$ cat src/rtl/vvsl_pkg.sv
package vvsl_pkg;

   // Fixed field widths of the stream payload and the step register.
   localparam int TURN_WIDTH = 16;
   localparam int STEP_WIDTH = 7;

   localparam logic [STEP_WIDTH-1:0] STEP_RESET = STEP_WIDTH'(3);

   typedef logic [TURN_WIDTH-1:0] turn_type;
   typedef logic [STEP_WIDTH-1:0] step_type;

endpackage

$ cat src/rtl/vvsl_alu.sv
module vvsl_alu #(
   parameter int MUL_WIDTH = 16,
   parameter int SUB_WIDTH = 20
) (
   input  logic                     clock,
   input  logic [MUL_WIDTH-1:0]     mul_a,
   input  logic [MUL_WIDTH-1:0]     mul_b,
   output logic [2*MUL_WIDTH-1:0]   mul_p,
   input  logic [SUB_WIDTH-1:0]     sub_a,
   input  logic [SUB_WIDTH-1:0]     sub_b,
   output logic [SUB_WIDTH-1:0]     sub_d,
   output logic                     sub_ge
);

   logic [2*MUL_WIDTH-1:0] mul_p_ff;
   logic [SUB_WIDTH:0]     sub_full;

   // Product is registered; it shows up in the cycle after the operands.
   always_ff @(posedge clock) begin
      mul_p_ff <= mul_a * mul_b;
   end

   assign mul_p = mul_p_ff;

   // Trial subtract: borrow out clear means a >= b.
   assign sub_full = {1'b0, sub_a} - {1'b0, sub_b};
   assign sub_d    = sub_full[SUB_WIDTH-1:0];
   assign sub_ge   = ~sub_full[SUB_WIDTH];

endmodule

$ cat src/rtl/velocity_vector_slew_limiter.sv
// Sequence: the first beat after reset goes straight to ST_DONE and rsp_tvalid; a change
//   within the step snaps after the compare; a limited change runs the square root and both divides.
// Throughput: one beat at a time; req_tready is high only in the idle state, so the next
//   beat can be taken in the cycle after the result is loaded. The shared multiplier and the
//   bit-serial compare-subtract (square root, then two restoring divides) set the time per beat.
// Reset (synchronous, active high): velocity zero, not started, max_step = 3, no result.
module velocity_vector_slew_limiter
   import vvsl_pkg::*;
#(
   parameter int VEL_WIDTH = 16,
   parameter int FRAC_BITS = 4
) (
   input  logic                  clock,
   input  logic                  reset,
   // req_tdata: target_vx, target_vy, turn_rate (lowest first), zero padded to bytes
   input  logic                  req_tvalid,
   output logic                  req_tready,
   input  logic [((2*VEL_WIDTH+TURN_WIDTH+7)/8)*8-1:0] req_tdata,
   // rsp_tdata: out_vx, out_vy, out_turn (lowest first), zero padded to bytes
   output logic                  rsp_tvalid,
   input  logic                  rsp_tready,
   output logic [((2*VEL_WIDTH+TURN_WIDTH+7)/8)*8-1:0] rsp_tdata,
   // max_step write
   input  logic                  csr_valid,
   output logic                  csr_ready,
   input  logic [STEP_WIDTH-1:0] csr_data
);

   localparam int VW    = VEL_WIDTH;
   localparam int LW    = STEP_WIDTH + FRAC_BITS;       // step limit in Q units
   localparam int MW    = (VW > LW) ? VW : LW;          // multiplier operand width
   localparam int PW    = VW + LW;                      // |d| * L, also the quotient width
   localparam int SW    = 2 * VW + 2;                   // |d|^2, padded to whole bit pairs
   localparam int CW    = (SW > 2 * LW) ? SW : 2 * LW;  // width of the snap compare
   localparam int QW    = VW + 1;                       // square root
   localparam int RW    = VW + 4;                       // compare-subtract width
   localparam int DW    = 2 * VW + TURN_WIDTH;
   localparam int TW    = ((DW + 7) / 8) * 8;
   localparam int CNT_W = $clog2(PW + 1);

   localparam logic [3:0] ST_IDLE  = 4'd0;
   localparam logic [3:0] ST_DIFF  = 4'd1;
   localparam logic [3:0] ST_SQX   = 4'd2;
   localparam logic [3:0] ST_SQY   = 4'd3;
   localparam logic [3:0] ST_LSQ   = 4'd4;
   localparam logic [3:0] ST_CMP   = 4'd5;
   localparam logic [3:0] ST_SQRT  = 4'd6;
   localparam logic [3:0] ST_MUL   = 4'd7;
   localparam logic [3:0] ST_DLOAD = 4'd8;
   localparam logic [3:0] ST_DIV   = 4'd9;
   localparam logic [3:0] ST_APPLY = 4'd10;
   localparam logic [3:0] ST_DONE  = 4'd11;

   // Control state
   logic [3:0]       state_ff, state_in;
   logic             started_ff, started_in;
   step_type         max_step_ff, max_step_in;
   logic             rsp_valid_ff, rsp_valid_in;
   logic             axis_ff, axis_in;
   logic [CNT_W-1:0] cnt_ff, cnt_in;

   // Datapath
   logic [VW-1:0]    cur_x_ff, cur_x_in;
   logic [VW-1:0]    cur_y_ff, cur_y_in;
   logic [VW-1:0]    tx_ff, tx_in;
   logic [VW-1:0]    ty_ff, ty_in;
   turn_type         turn_ff, turn_in;
   logic [VW-1:0]    ax_ff, ax_in;
   logic [VW-1:0]    ay_ff, ay_in;
   logic             nx_ff, nx_in;
   logic             ny_ff, ny_in;
   logic [SW-1:0]    sum_ff, sum_in;
   logic [VW+1:0]    rem_ff, rem_in;
   logic [QW-1:0]    root_ff, root_in;
   logic [PW-1:0]    dvd_ff, dvd_in;
   logic [TW-1:0]    rsp_data_ff, rsp_data_in;

   // Shared unit
   logic [MW-1:0]    mul_a, mul_b;
   logic [2*MW-1:0]  mul_p;
   logic [RW-1:0]    sub_a, sub_b, sub_d;
   logic             sub_ge;

   logic             req_fire;
   logic [LW-1:0]    lim;
   logic [VW:0]      dx, dy;
   logic [VW-1:0]    quot, step;

   vvsl_alu #(
      .MUL_WIDTH (MW),
      .SUB_WIDTH (RW)
   ) u_alu (
      .clock  (clock),
      .mul_a  (mul_a),
      .mul_b  (mul_b),
      .mul_p  (mul_p),
      .sub_a  (sub_a),
      .sub_b  (sub_b),
      .sub_d  (sub_d),
      .sub_ge (sub_ge)
   );

   assign req_tready = (state_ff == ST_IDLE);
   assign req_fire   = req_tvalid && req_tready;
   assign csr_ready  = 1'b1;
   assign rsp_tvalid = rsp_valid_ff;
   assign rsp_tdata  = rsp_data_ff;

   // Step limit L = max_step scaled into Q units
   assign lim = LW'(max_step_ff) << FRAC_BITS;

   // Change vector, one bit wider than a velocity
   assign dx = {tx_ff[VW-1], tx_ff} - {cur_x_ff[VW-1], cur_x_ff};
   assign dy = {ty_ff[VW-1], ty_ff} - {cur_y_ff[VW-1], cur_y_ff};

   // Quotient never exceeds |d|, so its low bits carry the whole step
   assign quot = dvd_ff[VW-1:0];
   assign step = (axis_ff ? ny_ff : nx_ff) ? (VW'(0) - quot) : quot;

   always_comb begin
      state_in     = state_ff;
      started_in   = started_ff;
      max_step_in  = max_step_ff;
      rsp_valid_in = rsp_valid_ff;
      axis_in      = axis_ff;
      cnt_in       = cnt_ff;
      cur_x_in     = cur_x_ff;
      cur_y_in     = cur_y_ff;
      tx_in        = tx_ff;
      ty_in        = ty_ff;
      turn_in      = turn_ff;
      ax_in        = ax_ff;
      ay_in        = ay_ff;
      nx_in        = nx_ff;
      ny_in        = ny_ff;
      sum_in       = sum_ff;
      rem_in       = rem_ff;
      root_in      = root_ff;
      dvd_in       = dvd_ff;
      rsp_data_in  = rsp_data_ff;
      mul_a        = '0;
      mul_b        = '0;
      sub_a        = '0;
      sub_b        = '0;

      if (csr_valid) begin
         max_step_in = csr_data;
      end

      // Drop the result once the consumer takes it
      if (rsp_valid_ff && rsp_tready) begin
         rsp_valid_in = 1'b0;
      end

      unique case (state_ff)
         ST_IDLE: begin
            if (req_fire) begin
               tx_in   = req_tdata[VW-1:0];
               ty_in   = req_tdata[2*VW-1:VW];
               turn_in = req_tdata[2*VW+TURN_WIDTH-1:2*VW];
               if (!started_ff) begin
                  // First beat loads the target outright
                  cur_x_in   = req_tdata[VW-1:0];
                  cur_y_in   = req_tdata[2*VW-1:VW];
                  started_in = 1'b1;
                  state_in   = ST_DONE;
               end else begin
                  state_in = ST_DIFF;
               end
            end
         end
         ST_DIFF: begin
            nx_in    = dx[VW];
            ny_in    = dy[VW];
            ax_in    = dx[VW] ? VW'(-dx) : dx[VW-1:0];
            ay_in    = dy[VW] ? VW'(-dy) : dy[VW-1:0];
            state_in = ST_SQX;
         end
         ST_SQX: begin
            mul_a    = MW'(ax_ff);
            mul_b    = MW'(ax_ff);
            state_in = ST_SQY;
         end
         ST_SQY: begin
            sum_in   = SW'(mul_p[2*VW-1:0]);
            mul_a    = MW'(ay_ff);
            mul_b    = MW'(ay_ff);
            state_in = ST_LSQ;
         end
         ST_LSQ: begin
            sum_in   = sum_ff + SW'(mul_p[2*VW-1:0]);
            mul_a    = MW'(lim);
            mul_b    = MW'(lim);
            state_in = ST_CMP;
         end
         ST_CMP: begin
            if (CW'(sum_ff) <= CW'(mul_p[2*LW-1:0])) begin
               // Within one step: snap to the target
               cur_x_in = tx_ff;
               cur_y_in = ty_ff;
               state_in = ST_DONE;
            end else begin
               rem_in   = '0;
               root_in  = '0;
               cnt_in   = CNT_W'(VW);
               state_in = ST_SQRT;
            end
         end
         ST_SQRT: begin
            // One root bit per cycle, bit pairs taken from the top of sum_ff
            sub_a  = {rem_ff, sum_ff[SW-1:SW-2]};
            sub_b  = RW'({root_ff, 2'b01});
            sum_in = sum_ff << 2;
            if (sub_ge) begin
               rem_in  = sub_d[VW+1:0];
               root_in = {root_ff[QW-2:0], 1'b1};
            end else begin
               rem_in  = sub_a[VW+1:0];
               root_in = {root_ff[QW-2:0], 1'b0};
            end
            if (cnt_ff == '0) begin
               axis_in  = 1'b0;
               state_in = ST_MUL;
            end else begin
               cnt_in = cnt_ff - 1'b1;
            end
         end
         ST_MUL: begin
            mul_a    = MW'(axis_ff ? ay_ff : ax_ff);
            mul_b    = MW'(lim);
            state_in = ST_DLOAD;
         end
         ST_DLOAD: begin
            dvd_in   = mul_p[PW-1:0];
            rem_in   = '0;
            cnt_in   = CNT_W'(PW - 1);
            state_in = ST_DIV;
         end
         ST_DIV: begin
            // Restoring divide by the root; quotient bits shift in behind the dividend
            sub_a = RW'({rem_ff[VW:0], dvd_ff[PW-1]});
            sub_b = RW'(root_ff);
            if (sub_ge) begin
               rem_in = sub_d[VW+1:0];
            end else begin
               rem_in = sub_a[VW+1:0];
            end
            dvd_in = {dvd_ff[PW-2:0], sub_ge};
            if (cnt_ff == '0) begin
               state_in = ST_APPLY;
            end else begin
               cnt_in = cnt_ff - 1'b1;
            end
         end
         ST_APPLY: begin
            if (axis_ff) begin
               cur_y_in = cur_y_ff + step;
               state_in = ST_DONE;
            end else begin
               cur_x_in = cur_x_ff + step;
               axis_in  = 1'b1;
               state_in = ST_MUL;
            end
         end
         ST_DONE: begin
            // Hold until the output register is free
            if (!rsp_valid_ff || rsp_tready) begin
               rsp_data_in  = TW'({turn_ff, cur_y_ff, cur_x_ff});
               rsp_valid_in = 1'b1;
               state_in     = ST_IDLE;
            end
         end
         default: begin
            state_in = ST_IDLE;
         end
      endcase
   end

   always_ff @(posedge clock) begin
      if (reset) begin
         state_ff     <= ST_IDLE;
         started_ff   <= 1'b0;
         max_step_ff  <= STEP_RESET;
         rsp_valid_ff <= 1'b0;
         axis_ff      <= 1'b0;
         cnt_ff       <= '0;
         cur_x_ff     <= '0;
         cur_y_ff     <= '0;
      end else begin
         state_ff     <= state_in;
         started_ff   <= started_in;
         max_step_ff  <= max_step_in;
         rsp_valid_ff <= rsp_valid_in;
         axis_ff      <= axis_in;
         cnt_ff       <= cnt_in;
         cur_x_ff     <= cur_x_in;
         cur_y_ff     <= cur_y_in;
      end
   end

   always_ff @(posedge clock) begin
      tx_ff       <= tx_in;
      ty_ff       <= ty_in;
      turn_ff     <= turn_in;
      ax_ff       <= ax_in;
      ay_ff       <= ay_in;
      nx_ff       <= nx_in;
      ny_ff       <= ny_in;
      sum_ff      <= sum_in;
      rem_ff      <= rem_in;
      root_ff     <= root_in;
      dvd_ff      <= dvd_in;
      rsp_data_ff <= rsp_data_in;
   end

endmodule

$ cat config.mk
export PLATFORM = sky130hd
export DESIGN_NAME = velocity_vector_slew_limiter
export DESIGN_NICKNAME = d
export VERILOG_FILES = /design/src/rtl/vvsl_pkg.sv /design/src/rtl/vvsl_alu.sv /design/src/rtl/velocity_vector_slew_limiter.sv
export SDC_FILE = /design/constraint.sdc
export NUM_CORES = 1
export LEC_CHECK = 0
export ABC_AREA = 1
export ABC_CLOCK_PERIOD_IN_PS = 8600
export BUFFER_PORTS_ARGS = -buffer_cell sky130_fd_sc_hd__clkbuf_2
export CAP_MARGIN = 20
export CORE_AREA = 2 2 241 243
export CTS_CLUSTER_SIZE = 12
export DETAILED_ROUTE_END_ITERATION = 6
export DIE_AREA = 0 0 243 245
export PLACE_DENSITY_LB_ADDON = 0.25
export SYNTH_ARGS = -nofsm -noshare
export SYNTH_HDL_FRONTEND = slang
export SYNTH_HIERARCHICAL = 1
export SYNTH_SLANG_ARGS = --single-unit
export TNS_END_PERCENT = 100
$ cat constraint.sdc
create_clock -name clock -period 8.6 [get_ports clock]
set_clock_uncertainty 0.2 [all_clocks]
set_input_delay 0.43 -clock clock [delete_from_list [all_inputs] [get_ports clock]]
set_output_delay 0.43 -clock clock [all_outputs]
set_load 0.03 [all_outputs]
# [Word level (Yosys, flattened, before mapping)]
# Index checks and enable logic that the tools add are counted.
[classes] n_lt_le_gt_ge=1 addsub=10 n_mux=44 eq_ne=21 bitwise=1 reduce_logical=24 n_mul=1
[op_table] op="2-to-1 mux 16 bit" n=12
[op_table] op="case mux 16 bit (3 select lines)" n=3
[op_table] op="case mux 34 bit (3 select lines)" n=1
[op_table] op="case mux 18 bit (4 select lines)" n=1
[op_table] op="case mux 16 bit (4 select lines)" n=1
[op_table] op="2-to-1 mux 18 bit" n=3
[op_table] op="case mux 27 bit (2 select lines)" n=1
[op_table] op="case mux 4 bit (12 select lines)" n=1
[op_table] op="case mux 20 bit (2 select lines)" n=1
[op_table] op="case mux 19 bit (2 select lines)" n=1
[op_table] op="adder 34 x 32 -> 34 bit" n=1
[op_table] op="<= comparator 34 x 22 -> 1 bit" n=1
[op_table] op="case mux 17 bit (2 select lines)" n=1
[op_table] op="subtractor 16 x 16 -> 17 bit" n=2
[op_table] op="adder 16 bit" n=2
[op_table] op="multiplier 16 x 16 -> 32 bit" n=1
[op_table] op="negation 16 bit" n=2
[op_table] op="2-to-1 mux 4 bit" n=7
[op_table] op="subtractor 20 x 19 -> 21 bit" n=1
[op_table] op="!= test 2 bit (second input constant)" n=9
[op_table] op="2-to-1 mux 17 bit" n=1
[op_table] op="== test 4 x 3 -> 1 bit (second input constant)" n=4
[op_table] op="== test 4 bit (second input constant)" n=4
[op_table] op="subtractor 1 x 16 -> 16 bit (first input constant)" n=1
[op_table] op="22 further kinds" n=40
[totals] inputBits=60 regBits=309 wordCells=123

# [Depth between registers and ports, before layout]
[logic_depth] word_depth=5 ltp_mapped=32 mapped_depth_nobuf=29

# [By module]
# The synthesis kept the hierarchy.
[by_module_without_submodules] module="velocity_vector_slew_limiter" n_inst=1 seq_area_each_um2=7807.5 cells_per_inst=2602 area_per_inst_um2=19478.7
[by_module_without_submodules] module="vvsl_alu" n_inst=1 seq_area_each_um2=640.6 cells_per_inst=1666 area_per_inst_um2=11443.5

# [Least setup slack after synthesis]
# OpenSTA, ideal clock, no wires.
[synth_path] path_type="register to register" from="reg state_ff[2]" to="reg u_alu.mul_p_ff[28], in the netlist u_alu/mul_p[28]" t_arrival_ps=6184 path_slack_ps=2104 synth_period_minus_slack_ps=6496 path_stages_with_launch=33 n_path_buf=3 required_ps=8288 path_cell_list="dfxtp_1 inv_2 nor2_4 inv_2 nor2_1 buf_2 o211ai_1 o211ai_1 clkbuf_1 clkbuf_1 nand2_1 fa_1 inv_1 fa_1 inv_1 fa_1 inv_1 fa_1 fa_1 inv_1 fa_1 inv_1 ha_1 nand2_1 inv_1 nand2_1 nand2_1 nand2_1 nand2_1 a21oi_1 nand2_1 nand2_1 nand2_1"
[synth_between] elab_cells_between_ends=8 cone_classes="mul (1); eq/ne (4); mux (2); reduce/logical (1)"
[synth_lines] item="start, declared" line_no="velocity_vector_slew_limiter.sv:55" rtl="logic [3:0] state_ff, state_in;"
[synth_lines] item="start signal, assigned" line_no="velocity_vector_slew_limiter.sv:290" rtl="state_ff <= state_in;"
[synth_lines] item="== test 4 x 3 -> 1 bit or == test 4 x 2 -> 1 bit (tied branches)" line_no="velocity_vector_slew_limiter.sv:155" rtl="unique case (state_ff)"
[synth_lines] item="case mux 16 bit (4 select lines) (*)" line_no="velocity_vector_slew_limiter.sv:155"
[synth_lines] item="net mul_a[7]" line_no="velocity_vector_slew_limiter.sv:79" rtl="logic [MW-1:0] mul_a, mul_b;"
[synth_lines] item="multiplier 16 x 16 -> 32 bit (*)" line_no="vvsl_alu.sv:20" rtl="mul_p_ff <= mul_a * mul_b;"
[synth_lines] item="end signal, assigned" line_no="vvsl_alu.sv:20"
[synth_lines] item="end, declared" line_no="vvsl_alu.sv:15" rtl="logic [2*MUL_WIDTH-1:0] mul_p_ff;"
# Mark *: on every way through the listed nets, which the timed path passes. The rest lies on a longest branch.
# A chain may end at the register's enable or synchronous reset.

# [Worst setup path after layout]
[layout_path] from="reg state_ff[0]" to="reg u_alu.mul_p_ff[28], in the netlist u_alu/mul_p[28]"
[layout_between] elab_chain_cells=4 elab_cells_between_ends=8 cone_classes="mul (1); eq/ne (4); mux (2); reduce/logical (1)"
[layout_lines] item="== test 4 x 3 -> 1 bit" line_no="velocity_vector_slew_limiter.sv:155"
[layout_lines] item="OR reduction 2 bit (no source line)"
[layout_lines] item="case mux 16 bit (3 select lines) (*)" line_no="velocity_vector_slew_limiter.sv:155"
[layout_lines] item="net mul_b[15]" line_no="velocity_vector_slew_limiter.sv:79"
[layout_lines] item="multiplier 16 x 16 -> 32 bit (*)" line_no="vvsl_alu.sv:20"
# Marked as above.

==> out/results.md <==
| Parameter | Value | Unit |
| --- | --- | --- |
| Result of the run | completed | - |
| Average via count per standard cell | 5.35 | - |
| Net count reported at finish | 4868 | - |
| Area growth, synth to finish | 10.3 | % |
| Global-route wire length before repair | 141 | mm |
| Sort of element at the end of the critical path | register | - |
| Post-Route Setup TNS | 0 | ns |
| Number of cells upsized or downsized after cts | 0 | - |
| Worst Hold Margin | 0.0546 | ns |
| Multi-input logic area | 18500 | um^2 |
| Overall die width | 243 | um |
| Final-report hold violation count | 0 | - |
| Total Routing Usage GR | 29.9 | % |
| WL per Instance | 17.2 | um |
| Remaining global-route overflow | 0 | - |
| Top routing layer used | met5 | - |
| Total number of placement rows | 88 | - |
| Footprint of the flip-flops and latches | 8450 | um^2 |
| Post-route insts no fill | 5158 | - |
| Critical setup path kind | reg -> reg | - |
| Remaining routing DRC violations | 0 | - |
| Full die area | 59500 | um^2 |
| Final routed wirelength across all metal layers | 88.6 | mm |
| Cell count after placement | 5029 | - |
| Core region area | 57000 | um^2 |
| Critical path peak fanout | 17 | - |
| Synth warn | 6 | - |
| Count of pins on the block boundary | 111 | - |
| Number of antenna violations at the first check in global routing | 2 | - |
| Post-route fraction of the period consumed by the critical path | 84.0 | % |
| Syn_area_per_cell | 7.26 | um^2 |
| Time the final worst path needs with I/O delays and setup | 7.23 | ns |
| Met3 layer wire length in the routed design | 7.45 | mm |
| CTS tree | yes | - |
| Maximum number of pins on one net before global-route repair | 72 | - |
| Internal reg-to-reg setup slack | 1.37 | ns |
| Setup repair after global routing missed its margin | no | - |
| Syn Std Cell Area | 30800 | um^2 |
| Leakage | 0.0179 | uW |
| TritonCTS buffer count | 37 | - |
| Upper clock frequency limit | 0.138 | GHz |
| Final setup vio count | 0 | - |
| DP HPWL | 68.8 | mm |
| Remaining antenna violation count | 0 | - |
| Path type of the worst min-delay path | in -> reg | - |
| Port Buffer Count | 109 | - |
| Number of levels in the clock H-tree | 2 | - |
| Worst voltage drop across the vdd grid | 0.239 | mV |
| Total routed wire length on the met1 layer | 39.0 | mm |
| Worst-case headroom to the max-slew limit | 27.0 | % |
| Via count of the first global-routing pass | 26300 | - |
| Required time of the critical path | 8.87 | ns |
| Final GP Congestion | 0.992 | - |
| Crit path launch type | register | - |
| Height of the chip | 245 | um |
| Clock Latency Late Sink | 0.60 | ns |
| Final count of pins violating max slew | 0 | - |
| Pin slew with the least headroom to its limit | 1.09 | ns |
| Clock-pin slew on the worst setup and hold paths | 0.06 | ns |
| Max Cap Violations | 0 | - |
| Ratio of cells with drive above 1 in the final layout | 6.88 | % |
| Root cell of the clock tree | sky130_fd_sc_hd__clkbuf_16 | - |
| Detailed-route via count | 27600 | - |
| Initial cell density of the core | 54.0 | % |
| Met2 wire len | 39.4 | mm |
| Power density of the placed cells | 300 | nW/um^2 |
| TritonCTS Sinks | 309 | - |
| Critical Path AT | 7.50 | ns |
| Detailed Route Iter0 Violations | 2492 | - |
| Number of iterations in the first detailed-routing pass | 6 | - |
| Final core area utilization | 59.6 | % |
| Number of fillers in the final layout | 5392 | - |
| Max Buffers Root-to-Sink | 3 | - |
| Number of nets produced by synthesis | 4750 | - |
| Gate Count Post-Synth | 4245 | - |
## cell type report
| cell class | count | share of cell area, % |
|---|---|---|
| clock buffer | 51 | 3.06 |
| sequential | 309 | 24.9 |
| timing repair buffer | 204 | 4.16 |
| inverter | 904 | 9.99 |
| tap | 765 | 2.82 |
| multi-input combinational | 2907 | 54.3 |
| antenna | 2 | 0.0147 |
| clock inverter | 16 | 0.780 |
## routing by layer
layer / GRT usage, % / up-vias
li1: - / 13500
met1: 41.5 / 13000
met2: 47.5 / 998
met3: 5.50 / 146
met4: 9.17 / 2
met5: 0 / -
## flip-flops by register name, indices dropped and copies added, names as in the netlist, 17 cells and up
| register | cells |
|---|---|
| dvd_ff | 27 |
| rem_ff | 18 |
| root_ff | 17 |
| rsp_tdata | 48 |
| sum_ff | 34 |
| u_alu/mul_p | 32 |
## repair_timing
action,CTS,global route
hold buffers,59,0
buffers inserted,0,0
endpoints found under the hold margin,57,0
## placed cells by master, fill, tap and decap left out, types with 6 or more instances in the layout
cell                               n
sky130_fd_sc_hd__nand2_2          16
sky130_fd_sc_hd__nand2_1        1207
sky130_fd_sc_hd__nor2_4           10
sky130_fd_sc_hd__a21o_1            9
sky130_fd_sc_hd__a21oi_1         202
sky130_fd_sc_hd__nand4_1          32
sky130_fd_sc_hd__clkinv_1          7
sky130_fd_sc_hd__inv_1           880
sky130_fd_sc_hd__dlygate4sd3_1    59
sky130_fd_sc_hd__inv_2            18
sky130_fd_sc_hd__and2_1            7
sky130_fd_sc_hd__dfxtp_1          83
sky130_fd_sc_hd__clkbuf_2        109
sky130_fd_sc_hd__o211ai_1         36
sky130_fd_sc_hd__clkbuf_16        38
sky130_fd_sc_hd__o21ai_1           8
sky130_fd_sc_hd__o21bai_1         14
sky130_fd_sc_hd__ha_1            245
sky130_fd_sc_hd__o21ai_0         125
sky130_fd_sc_hd__edfxtp_1        226
sky130_fd_sc_hd__buf_4            35
sky130_fd_sc_hd__o21a_1            6
sky130_fd_sc_hd__nand3_2          11
sky130_fd_sc_hd__xor2_1           54
sky130_fd_sc_hd__fa_1            200
sky130_fd_sc_hd__clkbuf_1          9
sky130_fd_sc_hd__nor2_2           16
sky130_fd_sc_hd__or2_2            11
sky130_fd_sc_hd__a31o_2            7
sky130_fd_sc_hd__xnor2_1          21
sky130_fd_sc_hd__nand3_1         211
sky130_fd_sc_hd__nor2_1          327
sky130_fd_sc_hd__nor3_1           20
sky130_fd_sc_hd__o22ai_1          52
sky130_fd_sc_hd__nand3b_1         17
## power by group
part / switching, uW / internal [uW]
Sequential: 325 / 2180
Combinational: 4070 / 1940
Clock: 687 / 985
Total: 5080 / 5110
## stage by stage
stage	power, uW	worst slack (ns)	area (um^2)
2_1_floorplan	6840	2.10	30800
3_3_place_gp	8300	1.53	32100
5_1_grt	11100	0.973	34000
6_report	10200	1.37	34000
4_1_cts	10100	1.41	34000
3_5_place_dp	8360	1.43	32100
## final timing paths
check,startpoint,to,cells past startpoint
setup / recovery,state_ff[0]$_SDFFE_PP0P_,u_alu/mul_p[28]$_DFF_P_,25
hold / removal,csr_valid,max_step_ff[3]$_SDFFE_PP0P_,3
setup reg to reg,state_ff[0]$_SDFFE_PP0P_,u_alu/mul_p[28]$_DFF_P_,25
hold reg to reg,turn_ff[2]$_DFFE_PP_,rsp_tdata[34]$_DFFE_PP_,0
## worst max-delay path: stages, from the launching register on
cell                      delay [ns]
sky130_fd_sc_hd__dfxtp_1        0.47
sky130_fd_sc_hd__nand2_1        0.20
sky130_fd_sc_hd__inv_1          0.36
sky130_fd_sc_hd__nand2_1        0.35
sky130_fd_sc_hd__o22ai_1        0.26
sky130_fd_sc_hd__buf_4          0.27
sky130_fd_sc_hd__a31o_2         0.43
sky130_fd_sc_hd__nand2_1        0.15
sky130_fd_sc_hd__fa_1           0.53
sky130_fd_sc_hd__fa_1           0.59
sky130_fd_sc_hd__inv_1          0.06
sky130_fd_sc_hd__fa_1           0.48
sky130_fd_sc_hd__inv_1          0.05
sky130_fd_sc_hd__fa_1           0.49
sky130_fd_sc_hd__inv_1          0.05
sky130_fd_sc_hd__ha_1           0.33
sky130_fd_sc_hd__ha_1           0.32
sky130_fd_sc_hd__ha_1           0.39
sky130_fd_sc_hd__a21oi_1        0.33
sky130_fd_sc_hd__nor2_1         0.09
sky130_fd_sc_hd__nor2_1         0.22
sky130_fd_sc_hd__nand2_1        0.13
sky130_fd_sc_hd__a21oi_1        0.19
sky130_fd_sc_hd__nand2_1        0.07
sky130_fd_sc_hd__nand2_1        0.06
sky130_fd_sc_hd__nand2_1        0.04
(Power assumes the default switching activity.)
